==> src/hdl/andt_pkg.sv <==
package andt_pkg;

  localparam int unsigned Entries  = 32;
  localparam int unsigned NameMax  = 31;
  localparam int unsigned IdxW     = 5;
  localparam int unsigned CntW     = 6;
  localparam int unsigned NposW    = 5;
  localparam int unsigned NameMemD = Entries * NameMax;
  localparam int unsigned NameAdrW = 10;

  localparam logic [7:0] AdTypeShortName = 8'h08;
  localparam logic [7:0] AdTypeFullName  = 8'h09;

  typedef enum logic [1:0] {
    FuncData  = 2'd0,
    FuncClear = 2'd1,
    FuncRead  = 2'd2,
    FuncNop   = 2'd3
  } func_e;

  typedef enum logic [1:0] {
    StNone  = 2'd0,
    StAdded = 2'd1,
    StSeen  = 2'd2,
    StFull  = 2'd3
  } status_e;

  typedef enum logic [1:0] {
    PhLen  = 2'd0,
    PhType = 2'd1,
    PhData = 2'd2,
    PhSkip = 2'd3
  } phase_e;

  // request sequencer states
  typedef enum logic [1:0] {
    SIdle = 2'd0,
    SRead = 2'd1,
    SOut  = 2'd2
  } seq_e;

  // input request: highest bit first
  typedef struct packed {
    logic [4:0]  name_pos;
    logic [4:0]  entry_index;
    logic        first_byte;
    logic [7:0]  adv_byte;
    logic [7:0]  addr_kind;
    logic [47:0] dev_addr;
    logic [1:0]  func;
  } req_t;

  // result: highest bit first
  typedef struct packed {
    logic [7:0]  entry_name_byte;
    logic [4:0]  entry_name_len;
    logic [7:0]  entry_addr_kind;
    logic [47:0] entry_addr;
    logic        entry_valid;
    logic [5:0]  entry_count;
    logic [1:0]  status;
  } rsp_t;

  // control from sequencer down the cell row
  typedef struct packed {
    logic        search;
    logic [47:0] addr;
    logic        write;
    logic [IdxW-1:0] wr_idx;
    logic [47:0] wr_addr;
    logic [7:0]  wr_kind;
    logic [4:0]  wr_len;
    logic [IdxW-1:0] rd_idx;
  } cell_ctl_t;

  // data handed from one cell to the next
  typedef struct packed {
    logic        hit;
    logic [47:0] addr;
    logic [7:0]  kind;
    logic [4:0]  len;
  } chain_t;

endpackage

==> src/hdl/andt_cell.sv <==
module andt_cell (
  input  logic                   clk_i,
  input  logic [andt_pkg::IdxW-1:0] my_idx_i,
  input  andt_pkg::cell_ctl_t    ctl_i,
  input  logic                   live_i,
  input  andt_pkg::chain_t       chain_i,
  output andt_pkg::chain_t       chain_o
);
  import andt_pkg::*;

  logic [47:0] addr_q;
  logic [7:0]  kind_q;
  logic [4:0]  len_q;
  logic        sel;

  // entry storage
  always_ff @(posedge clk_i) begin
    if (ctl_i.write && ctl_i.wr_idx == my_idx_i) begin
      addr_q <= ctl_i.wr_addr;
      kind_q <= ctl_i.wr_kind;
      len_q  <= ctl_i.wr_len;
    end
  end

  // compare hit ors into the chain, read entry is picked off in passing
  assign sel = (ctl_i.rd_idx == my_idx_i);
  always_comb begin
    chain_o.hit  = chain_i.hit | (live_i && ctl_i.search && addr_q == ctl_i.addr);
    chain_o.addr = sel ? addr_q : chain_i.addr;
    chain_o.kind = sel ? kind_q : chain_i.kind;
    chain_o.len  = sel ? len_q  : chain_i.len;
  end
endmodule

==> config.mk <==
export PLATFORM = sky130hd
export DESIGN_NAME = andt_cell
export DESIGN_NICKNAME = d
export VERILOG_FILES = /design/src/hdl/andt_pkg.sv /design/src/hdl/andt_cell.sv
export SDC_FILE = /design/constraint.sdc
export NUM_CORES = 1
export LEC_CHECK = 0
export ABC_AREA = 1
export BUFFER_PORTS_ARGS = -buffer_cell sky130_fd_sc_hd__buf_2
export CAP_MARGIN = 30
export CORE_MARGIN = 4
export CORE_UTILIZATION = 34
export DETAILED_ROUTE_END_ITERATION = 12
export PLACE_DENSITY_LB_ADDON = 0.12
export SETUP_SLACK_MARGIN = 0.3
export SLEW_MARGIN = 20
export SYNTH_ARGS = -nofsm -noshare
export SYNTH_HDL_FRONTEND = slang
export SYNTH_SLANG_ARGS = --single-unit
==> constraint.sdc <==
create_clock -name clk_i -period 11 [get_ports clk_i]
set_clock_uncertainty 0.2 [all_clocks]
set_input_delay 1.65 -clock clk_i [delete_from_list [all_inputs] [get_ports clk_i]]
set_output_delay 1.65 -clock clk_i [all_outputs]
set_load 0.005 [all_outputs]
* Word level (Yosys, flattened, before mapping) *
Cells that the tools add are included.

storage, ports and cells
  bits in registers = 61
  bits in latches = 0
  bits in writable memories = 0
  bits in read-only memories = 0
  word-level logic and storage cells = 13
  memories kept = 0

cells by class
  $add $sub $neg = 0
  $mul = 0
  div/mod/pow operators = 0
  $lt $le $gt $ge = 0
  eq/ne operators = 3
  shift-type cells = 0
  multiplexer cells = 3
  bitwise logic cells = 1
  reduce and logical (&&, ||, !) cells = 3

operators with widths
  cell                  count
  48-bit equality test  1
  48-bit two-way mux    1
  5-bit equality test   2
  8-bit two-way mux     1
  5-bit two-way mux     1
  1-bit logical AND     3
  1-bit bitwise OR      1

* Longest topological paths before layout *
  depth in word-level cells = 3
  depth in mapped cells = 10
  gate-level depth less buffers = 10

* Worst setup path after synthesis *
OpenSTA, ideal clock, no wires.

  path type = input-to-reg
  start = input my_idx_i[3] (netlist name)
  end = register addr_q[0] (enable)
  library setup time = 631 ps
  arrival = 7746 ps
  slack = 2423 ps
  stages = 4
  path through = inv_1 -> nand2_1 -> o21ai_0 -> nor4_1

between the ends
  word-level cells in the longest chain between the ends = 2

ends and longest elaborated chain
  what                  line             RTL
  start, declared       andt_cell.sv:3   input logic [andt_pkg::IdxW-1:0] my_idx_i,
  5-bit equality test   andt_cell.sv:18  if (ctl_i.write && ctl_i.wr_idx == my_idx_i) begin
  1-bit logical AND     andt_cell.sv:18
  end signal, assigned  andt_cell.sv:19  addr_q <= ctl_i.wr_addr;
  end, declared         andt_cell.sv:11  logic [47:0] addr_q;

Every way passes these cells.
A chain may end at the register's enable or synchronous reset.

==> impl_metrics.csv <==
group,metric,value,unit
global_route,met3_usage,4.958,%
power,p_per_area,117.3,nW/um^2
yosys,yosysTopAreaCellShare,42.77,%
detailed_routing,wl_per_cell,12.16,um
global_route,globalRouteMet2Util,25.43,%
floorplan,num_io_pins,252,
global_route,antenna_found_initial,0,
global_route,grt_most_used_layer,"met2",
detailed_routing,ant_nets,0,
power,leakagePower,3.070,nW
sta,layout_min_cycle_time,5317,ps
setup_path,crit_required,9150,ps
final_layout,fin_nets,909,
floorplan,die_w,120.2,um
global_route,gr-usage-met1,16.81,%
hold_path,hold_class,"in -> reg",
final_layout,num_antenna_cells,0,
floorplan,dieHeight,120.2,um
job,maxCapViolCount,0,
sta,hold_viol,0,
yosys,synth-edff-count,61,
sta,setup_viol,0,
setup_path,arrival,3470,ps
power,combinationalPowerShare,17.4,%
detailed_routing,wl,10840,um
status,status,"finished, final reports clean",
yosys,synth_common_cells,"108 x nand2_1, 98 x inv_1, 61 x edfxtp_1",
floorplan,core_area,12160,um^2
power,p_sw_share,22.30,%
final_layout,area_growth,39.21,%
floorplan,die_area,14460,um^2
detailed_routing,vias_per_cell,4.112,
sta,fin_crit_sh,48.34,%
yosys,synth_nets,656,
detailed_routing,drc,0,
final_layout,final_util,49.02,%
final_layout,instances_no_fill,891,
global_route,grt_start_max_net_pins,62,
clock_tree,htreeDepth,3,
global_route,grt_usage,14.78,%
power,vdd.ir_drop.worst,0.06913,mV
detailed_routing,num_vias,3664,
sta,hold_ws,1299,ps
setup_path,crit_type,"in -> out",
setup_path,cp_max_fo,56,
clock_tree,clkTransAtPathRegs,50,ps
floorplan,start_util,35.22,%
sta,slew_viol_final,0,
power,p_clk_share,44.8,%
place,dp_hpwl,8939,um
yosys,async_flop_share,0,%
power,p_int,0.5434,mW
global_route,grt-ovfl-total,0,
place,dp_slack,5610,ps
clock_tree,cts_tree,"built",
detailed_routing,dr.pass1.iters,4,
detailed_routing,dr.first_iter.drc_count,83,
setup_path,cp-end-kind,"output port",
sta,fmax,188.1,MHz
yosys,yosys_warnings,0,
yosys,ys_types,22,
setup_path,worst_path_largest_cell_delay,770,ps
final_layout,stdcell_area,5962,um^2
clock_tree,numCtsBuffers,9,
yosys,synth_seq_cells,61,
global_route,grt_pass1_vias,3664,
yosys,synth_top_cells_by_area,"edfxtp_1 43%, o21ai_2 12%, nand2_4 11%, nand2_1 9.5%, inv_1 8.6%",
global_route,grt_pass1_wl,16930,um
final_layout,drive_gt1_share,54.50,%
floorplan,rows,40,
power,p_switching,0.1559,mW
yosys,ys_seq_area_share,42.77,%
place,gp_congestion,0.7853,
clock_tree,root_buffer,"clkbuf_16",
clock_tree,hold_buffers,0,
yosys,ys.flop_type,"edfxtp_1",
sta,fin_tns_setup,0,ps
sta,worst_slack,5683,ps
clock_tree,clockBufferDepth,2,
setup_path,critical-path-slowest-cell,"buf_4",
yosys,avgSynthCellArea,9.191,um^2
power,seq_power_share,37.8,%
setup_path,cp_common_cell,"buf_2",
power,totalPowerFinal,0.6994,mW
yosys,synth.most_common_cell,"nand2_1",
clock_tree,clock_sinks,61,
yosys,syn_area,4283,um^2
yosys,netlist_instances,466,
setup_path,crit_path_cell_trace,"buf_2, xor2_1, nor2_2, nand4_4, buf_4, nand2_1, o21ai_2, buf_2",
place,numPortBuffers,251,
place,dp_cells,875,
sta,slew_headroom,39.92,%
clock_tree,post_cts_resized,0,
clock_tree,cts_setup_buffers,0,
setup_path,start_kind,"input port",
yosys,yosysTopAreaCell,"edfxtp_1",
sta,tightest_slew,901.2,ps
sta,rsz0062_at_grt,"false",
place,placed_area,5607,um^2
## state kept, by name, summed over array words and instances (netlist names)
register	cells
addr_q	48
kind_q	8
len_q	5
## placed cells by master, fill, tap and decap left out, drive strengths merged, types with 6 or more instances in the layout
master,n
nand2,167
o21ai,68
buf,255
edfxtp,61
clkbuf,9
xnor2,18
inv,98
nor2,26
nand3,6
## layer usage
metal  vias up  wire, um  part of all wire, %
li1       1942         -                    -
met1      1545      4171                   38
met2       151      5307                   49
met3        26      1032                  9.5
met4         0       325                  3.0
met5         -         0                    0
## cell type report
| type | instances | area, um^2 |
|---|---|---|
| tap | 168 | 210.2 |
| sequential | 61 | 1832 |
| clock buffer | 9 | 225.2 |
| multi-input combinational | 294 | 1918 |
| timing repair buffer | 255 | 1306 |
| fill | 1205 | 6200 |
| clock inverter | 6 | 102.6 |
| inverter | 98 | 367.9 |
## cell families (layout without fill, tap and decap cells)
logic type / count (synthesis) / after routing / share of synthesized area (%)
AOI/OAI and AO/OA: 68 / 68 / 13.20
xor gates and xnor gates: 20 / 20 / 4.265
buffers and inverters: 111 / 368 / 12.59
DFF: 61 / 61 / 42.77
and+or+nand+nor: 206 / 206 / 27.17
## final timing paths
kind | start | endpoint | slack, ps | depth (start not counted)
max | my_idx_i[2] | chain_o[3] | 5680 | 8
min | ctl_i[25] | addr_q[7]$_DFFE_PP_ | 1300 | 1
## power by group through the flow
stage	Sequential, mW	Combinational, mW	Clock [mW]
2_1_floorplan	0.269	0.0642	0
3_3_place_gp	0.269	0.120	0
3_5_place_dp	0.269	0.122	0
4_1_cts	0.264	0.123	0.323
5_1_grt	0.265	0.136	0.334
6_report	0.264	0.122	0.313
## worst max-delay path: cells and delay by family
kind | cells | cell delay (ps)
AO/OA/AOI/OAI | 1 | 90
XOR/XNOR | 1 | 170
buffers and inverters | 3 | 1020
AND/OR/NAND/NOR | 3 | 490
Power figures use the tool's default switching activity.
